`config.mk`:
```
export PLATFORM = sky130hd
export DESIGN_NAME = modular_inverse
export DESIGN_NICKNAME = d
export VERILOG_FILES = /design/src/design/modinv_pkg.sv /design/src/design/modinv_ctrl.sv /design/src/design/modinv_datapath.sv /design/src/design/modular_inverse.sv
export SDC_FILE = /design/constraint.sdc
export NUM_CORES = 1
export LEC_CHECK = 0
export ABC_CLOCK_PERIOD_IN_PS = 5000
export BUFFER_PORTS_ARGS = -buffer_cell sky130_fd_sc_hd__buf_2
export CAP_MARGIN = 5
export CORE_MARGIN = 1.5
export CORE_UTILIZATION = 25
export DETAILED_ROUTE_END_ITERATION = 10
export GPL_TIMING_DRIVEN = 0
export MAX_ROUTING_LAYER = met4
export PLACE_DENSITY_LB_ADDON = 0.2
export SKIP_LAST_GASP = 1
export SLEW_MARGIN = 15
export SYNTH_ARGS = -nofsm -noshare
export SYNTH_HDL_FRONTEND = slang
export SYNTH_SLANG_ARGS = --single-unit
```
`constraint.sdc`:
```
create_clock -name clock -period 5 [get_ports clock]
set_input_delay 0.75 -clock clock [delete_from_list [all_inputs] [get_ports clock]]
set_output_delay 0.75 -clock clock [all_outputs]
set_load 0.1 [all_outputs]
```
`src/design/modinv_pkg.sv`:
```
`timescale 1ns / 1ps

package modinv_pkg;

   // Sequencer states of the extended Euclid controller.
   typedef enum logic [2:0] {
      ST_IDLE,
      ST_CHECK,
      ST_ALIGN,
      ST_DIV_A,
      ST_DIV_B,
      ST_UPDATE,
      ST_DONE
   } state_type;

   // Commands from the controller to the datapath.
   typedef struct packed {
      logic load;
      logic align_shift;
      logic div_step;
      logic acc_step;
      logic shift_down;
      logic update;
      logic emit;
   } cmd_type;

   // Status from the datapath back to the controller.
   typedef struct packed {
      logic r_zero;
      logic can_shift;
      logic last_bit;
   } stat_type;

endpackage

```
`src/design/modinv_ctrl.sv`:
```
`timescale 1ns / 1ps

module modinv_ctrl (
   input  logic                clock,
   input  logic                reset,
   input  logic                req_start,
   input  modinv_pkg::stat_type stat,
   output modinv_pkg::cmd_type  cmd,
   output logic                busy
);
   import modinv_pkg::*;

   state_type state_ff;
   state_type state_in;

   always_ff @(posedge clock) begin
      if (reset) begin
         state_ff <= ST_IDLE;
      end else begin
         state_ff <= state_in;
      end
   end

   always_comb begin
      state_in = state_ff;
      case (state_ff)
         ST_IDLE: begin
            if (req_start) begin
               state_in = ST_CHECK;
            end
         end
         ST_CHECK: begin
            state_in = stat.r_zero ? ST_DONE : ST_ALIGN;
         end
         ST_ALIGN: begin
            state_in = stat.can_shift ? ST_ALIGN : ST_DIV_A;
         end
         ST_DIV_A: begin
            state_in = ST_DIV_B;
         end
         ST_DIV_B: begin
            state_in = stat.last_bit ? ST_UPDATE : ST_DIV_A;
         end
         ST_UPDATE: begin
            state_in = ST_CHECK;
         end
         ST_DONE: begin
            state_in = ST_IDLE;
         end
         default: begin
            state_in = ST_IDLE;
         end
      endcase
   end

   always_comb begin
      cmd = '0;
      case (state_ff)
         ST_IDLE: begin
            cmd.load = req_start;
         end
         ST_ALIGN: begin
            cmd.align_shift = stat.can_shift;
         end
         ST_DIV_A: begin
            cmd.div_step = 1'b1;
         end
         ST_DIV_B: begin
            cmd.acc_step   = 1'b1;
            cmd.shift_down = !stat.last_bit;
         end
         ST_UPDATE: begin
            cmd.update = 1'b1;
         end
         ST_DONE: begin
            cmd.emit = 1'b1;
         end
         default: begin
            cmd = '0;
         end
      endcase
   end

   assign busy = (state_ff != ST_IDLE);

endmodule

```
`src/design/modinv_datapath.sv`:
```
`timescale 1ns / 1ps

module modinv_datapath #(
   parameter int WIDTH = 32
) (
   input  logic                 clock,
   input  logic                 reset,
   input  modinv_pkg::cmd_type  cmd,
   output modinv_pkg::stat_type stat,
   input  logic [WIDTH-1:0]     req_value,
   input  logic [WIDTH-1:0]     req_modulus,
   output logic                 rsp_strobe,
   output logic [WIDTH-1:0]     rsp_inverse,
   output logic                 rsp_has_inverse,
   output logic [WIDTH-1:0]     rsp_common_divisor
);
   import modinv_pkg::*;

   localparam int CW = $clog2(WIDTH);
   localparam logic [WIDTH-1:0] ONE = {{(WIDTH-1){1'b0}}, 1'b1};

   logic [WIDTH-1:0] old_r_ff, r_ff, rem_ff, div_ff;
   logic [WIDTH-1:0] old_t_ff, t_ff, prod_ff, m_ff;
   logic [CW-1:0]    cnt_ff;
   logic             bit_ff;
   logic             strobe_ff;
   logic [WIDTH-1:0] inverse_ff, gcd_ff;
   logic             has_ff;

   logic [WIDTH:0]   dbl_sum, acc_sum, m_ext;
   logic [WIDTH-1:0] dbl_val, acc_val, sub_val, rem_diff, t_init;
   logic             rem_ge, has_in;

   // Modular doubling and addition; both operands stay below the modulus.
   assign m_ext   = {1'b0, m_ff};
   assign dbl_sum = {prod_ff, 1'b0};
   assign dbl_val = (dbl_sum >= m_ext) ? WIDTH'(dbl_sum - m_ext) : WIDTH'(dbl_sum);
   assign acc_sum = {1'b0, prod_ff} + {1'b0, t_ff};
   assign acc_val = (acc_sum >= m_ext) ? WIDTH'(acc_sum - m_ext) : WIDTH'(acc_sum);
   // Modular subtraction, wrapping at the word width.
   assign sub_val = old_t_ff - prod_ff + ((old_t_ff < prod_ff) ? m_ff : '0);

   assign rem_ge   = (rem_ff >= div_ff);
   assign rem_diff = rem_ff - div_ff;
   assign t_init   = {{(WIDTH-1){1'b0}}, (req_modulus != ONE)};
   assign has_in   = (old_r_ff == ONE) && (m_ff != '0);

   assign stat.r_zero    = (r_ff == '0);
   assign stat.can_shift = !div_ff[WIDTH-1] && ({div_ff[WIDTH-2:0], 1'b0} <= rem_ff);
   assign stat.last_bit  = (cnt_ff == '0);

   always_ff @(posedge clock) begin
      if (cmd.load) begin
         old_r_ff <= req_modulus;
         r_ff     <= req_value;
         old_t_ff <= '0;
         t_ff     <= t_init;
         m_ff     <= req_modulus;
         rem_ff   <= req_modulus;
         div_ff   <= req_value;
         prod_ff  <= '0;
         cnt_ff   <= '0;
      end else if (cmd.update) begin
         old_r_ff <= r_ff;
         r_ff     <= rem_ff;
         old_t_ff <= t_ff;
         t_ff     <= sub_val;
         rem_ff   <= r_ff;
         div_ff   <= rem_ff;
         prod_ff  <= '0;
         cnt_ff   <= '0;
      end else begin
         if (cmd.align_shift) begin
            div_ff <= {div_ff[WIDTH-2:0], 1'b0};
            cnt_ff <= cnt_ff + 1'b1;
         end
         if (cmd.div_step) begin
            if (rem_ge) begin
               rem_ff <= rem_diff;
            end
            bit_ff  <= rem_ge;
            prod_ff <= dbl_val;
         end
         if (cmd.acc_step && bit_ff) begin
            prod_ff <= acc_val;
         end
         if (cmd.shift_down) begin
            div_ff <= {1'b0, div_ff[WIDTH-1:1]};
            cnt_ff <= cnt_ff - 1'b1;
         end
      end
      if (cmd.emit) begin
         has_ff     <= has_in;
         inverse_ff <= has_in ? old_t_ff : '0;
         gcd_ff     <= old_r_ff;
      end
   end

   always_ff @(posedge clock) begin
      if (reset) begin
         strobe_ff <= 1'b0;
      end else begin
         strobe_ff <= cmd.emit;
      end
   end

   assign rsp_strobe         = strobe_ff;
   assign rsp_inverse        = inverse_ff;
   assign rsp_has_inverse    = has_ff;
   assign rsp_common_divisor = gcd_ff;

endmodule

```
`src/design/modular_inverse.sv`:
```
`timescale 1ns / 1ps

// Modular inverse by the extended Euclidean algorithm. A word is taken when
// req_start is high and busy is low; busy then stays high until the result
// has been formed, and the result word appears on the rsp_ ports for exactly
// one cycle with rsp_strobe high. The receiver cannot hold results off, so it
// must take every strobed word as it comes. One word is worked on at a time.
// Each Euclid step is a restoring shift-and-subtract division in which the
// quotient bits, as they appear, drive a modular double-and-add that builds
// the quotient times the current coefficient. A step first shifts the divisor
// up until it lines up with the dividend, then forms one quotient bit at a
// time, each in a subtract state and an accumulate state, and ends with an
// update of the remainders and the coefficients. The shift counts add up to
// roughly WIDTH over a run.
module modular_inverse #(
   parameter int WIDTH = 32
) (
   input  logic             clock,
   input  logic             reset,
   input  logic             req_start,
   output logic             busy,
   input  logic [WIDTH-1:0] req_value,
   input  logic [WIDTH-1:0] req_modulus,
   output logic             rsp_strobe,
   output logic [WIDTH-1:0] rsp_inverse,
   output logic             rsp_has_inverse,
   output logic [WIDTH-1:0] rsp_common_divisor
);
   import modinv_pkg::*;

   cmd_type  cmd;
   stat_type stat;

   // The controller sequences load, alignment, division and update steps.
   modinv_ctrl u_ctrl (
      .clock     (clock),
      .reset     (reset),
      .req_start (req_start),
      .stat      (stat),
      .cmd       (cmd),
      .busy      (busy)
   );

   // The datapath holds the remainders, the coefficients and the result word.
   modinv_datapath #(
      .WIDTH (WIDTH)
   ) u_datapath (
      .clock              (clock),
      .reset              (reset),
      .cmd                (cmd),
      .stat               (stat),
      .req_value          (req_value),
      .req_modulus        (req_modulus),
      .rsp_strobe         (rsp_strobe),
      .rsp_inverse        (rsp_inverse),
      .rsp_has_inverse    (rsp_has_inverse),
      .rsp_common_divisor (rsp_common_divisor)
   );

   // A result word only follows a cycle in which the block was working.
   assert property (@(posedge clock) disable iff (reset)
      rsp_strobe |-> $past(busy))
      else $error("result strobe without preceding work");

   // An inverse is reported only when the divisor is one.
   assert property (@(posedge clock) disable iff (reset)
      (rsp_strobe && rsp_has_inverse) |-> (rsp_common_divisor == {{(WIDTH-1){1'b0}}, 1'b1}))
      else $error("inverse reported with divisor other than one");

   // Without an inverse the inverse field reads zero.
   assert property (@(posedge clock) disable iff (reset)
      (rsp_strobe && !rsp_has_inverse) |-> (rsp_inverse == '0))
      else $error("nonzero inverse without inverse flag");

   // An accepted word makes the block busy on the next cycle.
   assert property (@(posedge clock) disable iff (reset)
      (req_start && !busy) |=> busy)
      else $error("accepted word did not start work");

endmodule

```
==> results of run 1 <==
-- final cells by class --
| class | count | area [um2] | area share (%) |
|---|---|---|---|
| Clock buffer | 53 | 1190 | 3.71 |
| Antenna cell | 1 | 2.50 | 0.00784 |
| Tap cell | 1357 | 1700 | 5.32 |
| Inverter | 277 | 1050 | 3.29 |
| Buffer | 111 | 515 | 1.61 |
| Multi-Input combinational cell | 2154 | 16300 | 50.9 |
| Clock inverter | 28 | 483 | 1.51 |
| Sequential cell | 331 | 8980 | 28.1 |
| Timing Repair Buffer | 251 | 1760 | 5.52 |
-- worst min path at each step --
stage / cells after the start / to / from / slack (ns)
CTS: 1 / u_datapath.m_ff[9]$_DFFE_PP_ / req_modulus[9] / 0.36
detailed placement: 0 / u_datapath.rsp_common_divisor[5]$_DFFE_PP_ / u_datapath.old_r_ff[5]$_DFFE_PP_ / 0.44
global route: 1 / u_datapath.m_ff[8]$_DFFE_PP_ / req_modulus[8] / 0.38
finish: 1 / u_datapath.m_ff[8]$_DFFE_PP_ / req_modulus[8] / 0.40
global placement: 0 / u_datapath.rsp_common_divisor[5]$_DFFE_PP_ / u_datapath.old_r_ff[5]$_DFFE_PP_ / 0.44
floorplan: 0 / u_datapath.rsp_common_divisor[0]$_DFFE_PP_ / u_datapath.old_r_ff[0]$_DFFE_PP_ / 0.42
-- critical path, cell delays in order (launching register included) --
cell        delay, ns
dfxtp_4          0.39
clkinvlp_4       0.12
ha_4             0.26
nor2b_4          0.12
o211ai_1         0.10
a21oi_2          0.17
a211oi_2         0.07
or4_4            0.50
a21oi_4          0.24
a2111oi_4        0.05
buf_6            0.16
buf_4            0.13
and2_1           0.15
fa_1             0.46
ha_1             0.37
o21a_1           0.13
o31a_1           0.13
o221a_4          0.25
o41ai_4          0.28
buf_4            0.20
o21ba_4          0.17
o211ai_1         0.13
a31oi_1          0.28
xnor2_1          0.15
o21ai_1          0.06
-- layout by cell type, fill, tap and decap left out, drive strengths merged, types with 10 or more instances in the layout --
cell type  count
nor2         163
dfxtp        104
clkinv        14
nand3         82
o211ai        32
nor2b         28
nor4          66
edfxtp       227
clkbuf       139
o21ai        181
o21bai        24
o22ai         12
a21oi        204
nor3          50
a21boi        11
inv          276
a2111oi       10
nand2b        19
bufinv        12
or3           19
o221ai        35
o31ai         43
nand4         33
xnor2         77
a221oi        19
nand2        351
and2          13
a21o          83
buf          276
xor2          34
fa            36
mux2i         29
a31oi         36
a211oi        39
o21a          38
or2           10
ha           225
and3          27
-- through the flow --
stage | hold WS (ns) | instances | util, % | instance area [um2] | total power, W
finish | 0.397 | 4563 | 31.8 | 31900 | 0.0187
global route | 0.384 | 4563 | 31.8 | 31900 | 0.0199
CTS | 0.364 | 4510 | 30.6 | 30700 | 0.0179
detailed placement | 0.437 | 4371 | 27.8 | 27900 | 0.0131
global placement | 0.440 | 4365 | 27.6 | 27700 | 0.0132
floorplan | 0.418 | 2875 | - | 25300 | 0.0105
-- layer usage --
metal	GRT usage (%)	vias up	wire length, um	part of all wire [%]
li1	-	11200	-	-
met3	2.73	190	6060	5.6
met5	-	-	0	0
met4	7.04	0	4450	4.1
met2	33.9	776	50400	47
met1	27.1	11500	47400	44
-- power by group --
part / total, W / switching (W) / internal, W
combinational: 0.0108 / 0.00619 / 0.00456
clock: 0.00374 / 0.00142 / 0.00232
sequential: 0.00418 / 0.000546 / 0.00363
total: 0.0187 / 0.00815 / 0.0105
-- what timing repair did --
item / in CTS / in global routing
endpoints found under the setup margin: 61 / 55
gates cloned: 0 / 2
pin swaps: 42 / 90
resized for setup: 164 / 162
buffers inserted: 59 / 54
-- cells in the mapped netlist (18+ instances only) --
master | number | area [um2]
clkbuf_1 | 87 | 327
a211oi_1 | 36 | 270
nand2_1 | 349 | 1310
o21ai_0 | 177 | 886
nand4_1 | 32 | 200
o221ai_1 | 35 | 307
fa_1 | 36 | 721
nand2b_1 | 19 | 119
edfxtp_1 | 227 | 6820
and3_1 | 26 | 163
o31ai_1 | 42 | 315
nand3_1 | 81 | 405
nor2_1 | 161 | 604
xor2_1 | 34 | 298
nor2b_1 | 27 | 169
o21a_1 | 38 | 285
a21o_1 | 82 | 616
inv_1 | 275 | 1030
a21oi_1 | 203 | 1020
nor3_1 | 50 | 250
o211ai_1 | 30 | 225
dfxtp_1 | 104 | 2080
o21bai_1 | 24 | 180
or3_1 | 18 | 113
xnor2_1 | 77 | 674
ha_1 | 225 | 2820
a31oi_1 | 34 | 213
a221oi_1 | 18 | 158
mux2i_1 | 29 | 290
nor4_1 | 66 | 413
-- cells by family after synthesis --
family,after synthesis,share of synthesized area (%)
fa+ha+maj,261,14.0
xor+xnor,111,3.84
flops,331,35.2
mux,32,1.28
compound gates,851,22.7
simple gates,899,17.1
buf+inv,390,5.94
-- registers in the layout, summed over array words and instances (netlist names), 3 cells and up --
signal and flops:
u_datapath.old_r_ff 32, u_ctrl.state_ff 3, u_datapath.t_ff 32, u_datapath.rsp_inverse 32, u_datapath.m_ff 32, u_datapath.cnt_ff 5, u_datapath.div_ff 32, u_datapath.rem_ff 32
u_datapath.rsp_common_divisor 32, u_datapath.r_ff 32, u_datapath.old_t_ff 32, u_datapath.prod_ff 32
==> results.py, run 1 <==
metrics = {
    "critical_path": {
        "critPathLaunch": "u_datapath.prod_ff[1]$_SDFFE_PP0P_",
        "r2r_cells": 24,
        "r2r_start": "u_datapath.prod_ff[1]$_SDFFE_PP0P_",
        "critical_path_arrival_ns": 5.72,
        "criticalPathCategory": "flop to flop",
        "reg2reg_to": "u_datapath.t_ff[28]$_SDFFE_PP0P_",
        "crit_end": "u_datapath.t_ff[28]$_SDFFE_PP0P_",
        "reg2reg_slack_ns": -0.25,
        "crit_path_end_kind": "flop",
        "crit_path_start_kind": "flop",
        "cp_data_required_time_ns": 5.47,
        "worstPathMaxFanout": 4,
    },
    "timing": {
        "clock_skew_ns": 0.0303,
        "fin_crit_sh_pct": 105,
        "period_needed_ns": 5.25,
        "slew_headroom_pct": 14.9,
        "setup_viol": 19,
        "setup_ws_ns": -0.254,
        "hold_viol_final": 0,
        "fmaxAchievable_mhz": 190,
        "rsz0062_at_grt": "true",
        "finalMaxSlewViolations": 0,
        "tns_ns": -1.77,
        "tightest_slew_ns": 1.28,
    },
    "detailed_routing": {
        "vias": 23700,
        "via_per_inst": 5.19,
        "wl_per_cell_um": 23.7,
        "drt_wl_total_mm": 108,
        "drcViolationCount": 0,
        "drt_iter0_markers": 1894,
        "antenna_left": 0,
        "drt_pass1_iterations": 8,
    },
    "synth": {
        "synth_seq_cells": 331,
        "ys_async_sr_fraction_pct": 0,
        "ys_seq_area_share_pct": 35.2,
        "syn_nets": 3203,
        "synth_cell_types": 111,
        "synthFlopType": "edfxtp_1",
        "syn-cell-area_mm2": 0.0253,
        "syn_inst": 2875,
        "avgSynthCellArea_um2": 8.81,
        "synth_warnings": 0,
        "synth_edf_count": 227,
    },
    "global_routing": {
        "grt-ovfl-total": 0,
        "grt_max_degree": 45,
        "grt_first_pass_wirelength_mm": 156,
        "antenna_found_initial": 3,
        "grt.total_usage_pct": 21.0,
        "grt_pass1_vias": 23000,
    },
    "clock_network": {
        "numCtsBuffers": 44,
        "cts.sink_count": 331,
        "clkTransAtPathRegs_ns": 0.06,
        "cts_buffer_depth": 3,
        "htreeDepth": 2,
        "cts_tree": "built",
        "clkLatencyLatePin_ns": 0.63,
        "hold_buffers": 0,
        "cts-root-buf": "clkbuf_16",
    },
    "power": {
        "ir_drop_v": 0.000299,
        "cellPowerDensity_mw_per_mm2": 585,
        "p_leak_nw": 13.1,
    },
    "placed_design": {
        "dp_hpwl_mm": 84.8,
        "numPortBuffers": 133,
        "gp_congestion": 0.914,
        "post-place-ws_ns": -1.69,
    },
    "floorplanning": {
        "start_util_pct": 25.2,
        "rows": 116,
        "die_y_um": 321,
        "design.die.area_mm2": 0.103,
        "core_area_mm2": 0.100,
        "fp.dieW_um": 321,
        "ios": 134,
    },
    "layout": {
        "num-nets-final": 3498,
        "drive_gt1_share_pct": 19.1,
        "fill_cells": 10600,
        "area_delta_synth_final_pct": 26.1,
    },
    "min_path": {
        "hp-class": "primary input to flop",
    },
    "run_status": {
        "violations": "negative setup slack",
        "status": "complete, but fails checks",
    },
    "flow_run": {
        "drv_cap": 0,
    },
}
(Power assumes the default switching activity.)
==> run 2: changes to the inputs <==
Settings changed: ABC_CLOCK_PERIOD_IN_PS 5000 to 5610.
Clock period 5 ns to 5.61 ns, I/O delays scaled along.
==> results.py, run 2 (synthesis results as in run 1) <==
metrics = {
    "timing": {
        "slew_headroom_pct": 20.2,
        "setup_ws_ns": 0.130,
        "setup_viol": 0,
        "period_needed_ns": 5.48,
        "rsz0062_at_grt": "true",
        "tightest_slew_ns": 1.19,
        "tns_ns": 0,
        "clock_skew_ns": 0.0596,
        "fmaxAchievable_mhz": 182,
        "finalMaxSlewViolations": 0,
        "fin_crit_sh_pct": 97.7,
        "hold_viol_final": 0,
    },
    "critical_path": {
        "crit_chain": "ha_1 -> inv_1 -> fa_1 -> nor2b_4 -> o31a_4 -> o211a_1 -> o211ai_4 -> a211o_4 -> a31o_2 -> xnor2_2 -> ha_1 -> and4_4 -> and4_4 -> nand4_1 -> o211a_1 -> a21boi_2 -> a41o_4 -> nand2_8 -> buf_6 -> mux2i_1 -> a221oi_1",
        "worst_path_max_delay_cell": "dfxtp_2",
        "crit_path_max_incr_delay_ns": 0.43,
        "worstPathMaxFanout": 10,
        "path_delay_family": "compound AO/OA/AOI/OAI gates",
        "crit_path_start_kind": "flop",
        "cp_data_required_time_ns": 6.09,
        "criticalPathCategory": "flop to flop",
        "crit_path_end_kind": "flop",
        "critical_path_arrival_ns": 5.96,
        "critPathBufInv": 2,
    },
    "floorplanning": {
        "ios": 134,
        "design.die.area_mm2": 0.103,
        "fp.dieW_um": 321,
        "rows": 116,
        "die_y_um": 321,
        "start_util_pct": 25.2,
        "core_area_mm2": 0.100,
    },
    "detailed_routing": {
        "drt_wl_total_mm": 105,
        "vias": 23000,
        "drt_iter0_markers": 1731,
        "via_per_inst": 5.14,
        "wl_per_cell_um": 23.5,
        "antenna_left": 0,
        "drt_pass1_iterations": 5,
        "drcViolationCount": 0,
    },
    "power": {
        "p_leak_nw": 12.5,
        "power_switching_w": 0.00685,
        "intPower_w": 0.00844,
        "power_frac_clock_pct": 20.4,
        "ir_drop_v": 0.000260,
        "p_comb_share_pct": 55.3,
        "cellPowerDensity_mw_per_mm2": 509,
        "p_sw_share_pct": 44.8,
        "seq_power_share_pct": 24.3,
        "finalPower_w": 0.0153,
    },
    "flow_run": {
        "drv_cap": 0,
    },
    "clock_network": {
        "cts_tree": "built",
        "clkTransAtPathRegs_ns": 0.07,
        "cts.sink_count": 331,
        "htreeDepth": 2,
        "clkLatencyLatePin_ns": 0.67,
        "hold_buffers": 0,
        "cts_buffer_depth": 3,
        "numCtsBuffers": 43,
        "cts-root-buf": "clkbuf_16",
    },
    "layout": {
        "fill_cells": 10800,
        "area_delta_synth_final_pct": 18.6,
        "num-nets-final": 3418,
        "num_antenna_cells": 0,
        "mostFrequentLayoutCell": "nand2_1",
        "drive_gt1_share_pct": 12.8,
        "layout_common_cells": "nand2_1, inv_1, edfxtp_1, ha_1, a21oi_1",
        "final_util_pct": 29.9,
    },
    "placed_design": {
        "gp_congestion": 0.906,
        "post-place-ws_ns": -1.17,
        "dp_hpwl_mm": 84.9,
        "numPortBuffers": 133,
    },
    "min_path": {
        "hp-class": "flop to flop",
    },
    "global_routing": {
        "grt.total_usage_pct": 20.6,
        "grt-ovfl-total": 0,
        "grt_first_pass_wirelength_mm": 152,
        "grt_pass1_vias": 22400,
        "grt_max_degree": 46,
        "antenna_found_initial": 3,
    },
    "run_status": {
        "status": "completed",
    },
}
==> run 2: cell types whose count changed in the layout (fill, tap and decap cells not counted), moves of 11 or more <==
cell,previous run,this run
ha_4,26,3
dfxtp_1,73,84
buf_4,98,31
a21oi_1,182,196
mux2i_1,15,27
a21oi_2,18,6
ha_1,191,219
==> run 2: final timing paths <==
check,start,to,slack [ns],cells past startpoint
setup / recovery,u_datapath.prod_ff[0]$_SDFFE_PP0P_,u_datapath.prod_ff[18]$_SDFFE_PP0P_,0.13,21
hold / removal,u_datapath.old_r_ff[11]$_DFFE_PP_,u_datapath.rsp_common_divisor[11]$_DFFE_PP_,0.46,0
setup reg to reg,u_datapath.prod_ff[0]$_SDFFE_PP0P_,u_datapath.prod_ff[18]$_SDFFE_PP0P_,0.13,21
hold reg to reg,u_datapath.old_r_ff[11]$_DFFE_PP_,u_datapath.rsp_common_divisor[11]$_DFFE_PP_,0.46,0
==> run 2: power groups by stage <==
| stage | registers (W) | logic, W | clock network, W |
|---|---|---|---|
| floorplan | 0.00350 | 0.00587 | 0 |
| global placement | 0.00377 | 0.00792 | 0 |
| detailed placement | 0.00374 | 0.00790 | 0 |
| CTS | 0.00370 | 0.00819 | 0.00317 |
| global route | 0.00375 | 0.00938 | 0.00325 |
| finish | 0.00371 | 0.00846 | 0.00312 |
==> run 2: per-stage QoR <==
stage / hold slack (ns) / std cells / instance area (um2)
final: 0.459 / 4482 / 30000
after global routing: 0.443 / 4482 / 30000
after CTS: 0.420 / 4474 / 29700
after detailed placement: 0.440 / 4372 / 27800
after global placement: 0.440 / 4365 / 27700
after floorplan: 0.418 / 2875 / 25300
==> run 2: routing by layer <==
metal | GRT usage (%) | wire length (um)
met2 | 33.7 | 49500
met1 | 26.6 | 47300
met5 | - | 0
met3 | 2.27 | 5200
met4 | 6.71 | 3350
==> run 2: area by class of cell <==
class | count | area [um2] | area share (%)
inverters | 277 | 1050 | 3.48
multi-input cells | 2154 | 15300 | 50.8
plain buffers | 112 | 485 | 1.62
clock inverters | 36 | 475 | 1.58
well taps | 1357 | 1700 | 5.65
clock buffers | 44 | 1080 | 3.60
flip-flops and latches | 331 | 8940 | 29.8
repair buffers | 171 | 1050 | 3.50
==> run 2: repair_timing <==
item                                    CTS  global route
endpoints found under the setup margin   58            43
gates resized for setup                  47            60
setup buffers                            22             9
pin swaps                                12            15
==> run 3: changes to the inputs <==
Settings changed: CORE_MARGIN 1.5 to 2, CTS_BUF_LIST set to sky130_fd_sc_hd__clkbuf_4 sky130_fd_sc_hd__clkbuf_8 sky130_fd_sc_hd__clkbuf_16.
==> results.py, run 3 (synthesis results as in run 1) <==
metrics = {
    "global_routing": {
        "antenna_found_initial": 2,
        "grt.total_usage_pct": 20.9,
        "grt-ovfl-total": 0,
        "grt_max_degree": 46,
        "grt_pass1_vias": 23000,
        "grt_first_pass_wirelength_mm": 155,
    },
    "power": {
        "cellPowerDensity_mw_per_mm2": 509,
        "ir_drop_v": 0.000204,
        "finalPower_w": 0.0153,
        "p_leak_nw": 12.5,
    },
    "timing": {
        "fin_crit_sh_pct": 97.6,
        "clock_skew_ns": 0.0300,
        "rsz0062_at_grt": "true",
        "setup_viol": 0,
        "tns_ns": 0,
        "period_needed_ns": 5.48,
        "finalMaxSlewViolations": 0,
        "slew_headroom_pct": 14.8,
        "fmaxAchievable_mhz": 183,
        "setup_ws_ns": 0.132,
        "tightest_slew_ns": 1.28,
        "hold_viol_final": 0,
    },
    "layout": {
        "area_delta_synth_final_pct": 18.9,
        "seqCellArea_mm2": 0.00894,
        "num-nets-final": 3422,
        "drive_gt1_share_pct": 13.5,
        "multi_input_area_mm2": 0.0154,
        "mostFrequentLayoutCell": "nand2_1",
        "fill_cells": 10800,
        "layout_common_cells": "nand2_1, inv_1, edfxtp_1, ha_1, a21oi_1",
    },
    "critical_path": {
        "crit_path_start_kind": "flop",
        "criticalPathCategory": "flop to flop",
        "path_delay_family": "compound AO/OA/AOI/OAI gates",
        "worst_path_max_delay_cell": "edfxtp_1",
        "crit_path_end_kind": "flop",
        "cp_data_required_time_ns": 6.05,
        "critical_path_arrival_ns": 5.92,
        "critPathBufInv": 3,
        "crit_path_max_incr_delay_ns": 0.47,
        "worstPathMaxFanout": 10,
        "reg2reg_slack_ns": 0.13,
        "crit_chain": "ha_1 -> inv_1 -> fa_2 -> nor2b_4 -> o31a_4 -> o211a_4 -> o211ai_4 -> a211o_4 -> nand2_1 -> xor2_2 -> ha_1 -> clkbuf_2 -> nand3_4 -> nor4_4 -> nand4_1 -> o211a_4 -> a21boi_2 -> a41o_4 -> nand2_8 -> buf_12 -> mux2i_2 -> o22ai_1",
        "critPathLaunch": "u_datapath.t_ff[0]$_DFFE_PP_",
        "r2r_start": "u_datapath.t_ff[0]$_DFFE_PP_",
    },
    "placed_design": {
        "gp_congestion": 0.943,
        "dp_hpwl_mm": 85.7,
        "numPortBuffers": 133,
        "post-place-ws_ns": -1.21,
    },
    "detailed_routing": {
        "drt_pass1_iterations": 5,
        "drt_wl_total_mm": 107,
        "vias": 23300,
        "via_per_inst": 5.19,
        "antenna_left": 0,
        "wl_per_cell_um": 23.8,
        "drcViolationCount": 0,
        "drt_iter0_markers": 2005,
    },
    "floorplanning": {
        "start_util_pct": 25.2,
        "design.die.area_mm2": 0.104,
        "ios": 134,
        "core_area_mm2": 0.100,
        "fp.dieW_um": 322,
        "die_y_um": 322,
        "rows": 116,
    },
    "clock_network": {
        "hold_buffers": 0,
        "cts_tree": "built",
        "htreeDepth": 2,
        "numCtsBuffers": 43,
        "cts_buffer_depth": 3,
        "clkTransAtPathRegs_ns": 0.06,
        "clkLatencyLatePin_ns": 0.61,
        "cts-root-buf": "clkbuf_16",
        "cts.sink_count": 331,
    },
    "min_path": {
        "hp-class": "flop to flop",
        "worstHoldStart": "u_datapath.old_r_ff[8]$_DFFE_PP_",
    },
    "run_status": {
        "status": "completed",
    },
    "flow_run": {
        "drv_cap": 0,
    },
}
[run 3: path summary, 6_finish.rpt]
path,end,cells after the start
setup reg to reg,u_datapath.prod_ff[15]$_SDFFE_PP0P_,22
setup / recovery,u_datapath.prod_ff[15]$_SDFFE_PP0P_,22
hold / removal,u_datapath.rsp_common_divisor[8]$_DFFE_PP_,0
hold reg to reg,u_datapath.rsp_common_divisor[8]$_DFFE_PP_,0
[run 3: area by class of cell]
| class | instances | share of cell area [%] |
|---|---|---|
| timing repair buffer | 175 | 3.58 |
| sequential | 331 | 29.7 |
| buffer | 112 | 1.66 |
| inverter | 277 | 3.47 |
| antenna | 2 | 0.0166 |
| tap | 1357 | 5.64 |
| multi-input combinational | 2154 | 51.1 |
| clock inverter | 23 | 0.898 |
| clock buffer | 56 | 3.94 |
[run 3: power breakdown]
part | switching [W] | total [W] | internal (W) | leakage [nW]
Clock | 0.00121 | 0.00294 | 0.00173 | 0.729
Combinational | 0.00516 | 0.00864 | 0.00348 | 8.71
Sequential | 0.000483 | 0.00372 | 0.00324 | 3.04
[run 3: repair_timing]
item	4_1_cts	5_1_grt
buffers inserted	18	17
gates cloned	0	0
pin swaps	13	25
endpoints found under the setup margin	56	45
gates resized for setup	57	76
[run 3: worst reg2reg max path, delay by kind of cell, from the launching register on]
family	cells	cell delay [ns]
compound gates	8	1.97
flops	1	0.47
buf+inv	3	0.47
mux	1	0.29
fa+ha+maj	3	0.81
simple gates	6	1.15
xor+xnor	1	0.19
[run 3: metal layers]
layer,GRT usage [%],wire (um)
met4,6.87,4230
met5,-,0
met1,27.0,47400
met3,2.18,5290
met2,34.0,49700
[run 3: per-stage QoR]
step                      util, %  hold WS [ns]  std cells  area, um2
final                        30.0         0.445       4487      30100
after CTS                    29.6         0.448       4469      29700
after global routing         30.0         0.466       4485      30100
after detailed placement     27.8         0.440       4372      27800
after global placement       27.6         0.441       4365      27700
after floorplan                 -         0.418       2875      25300
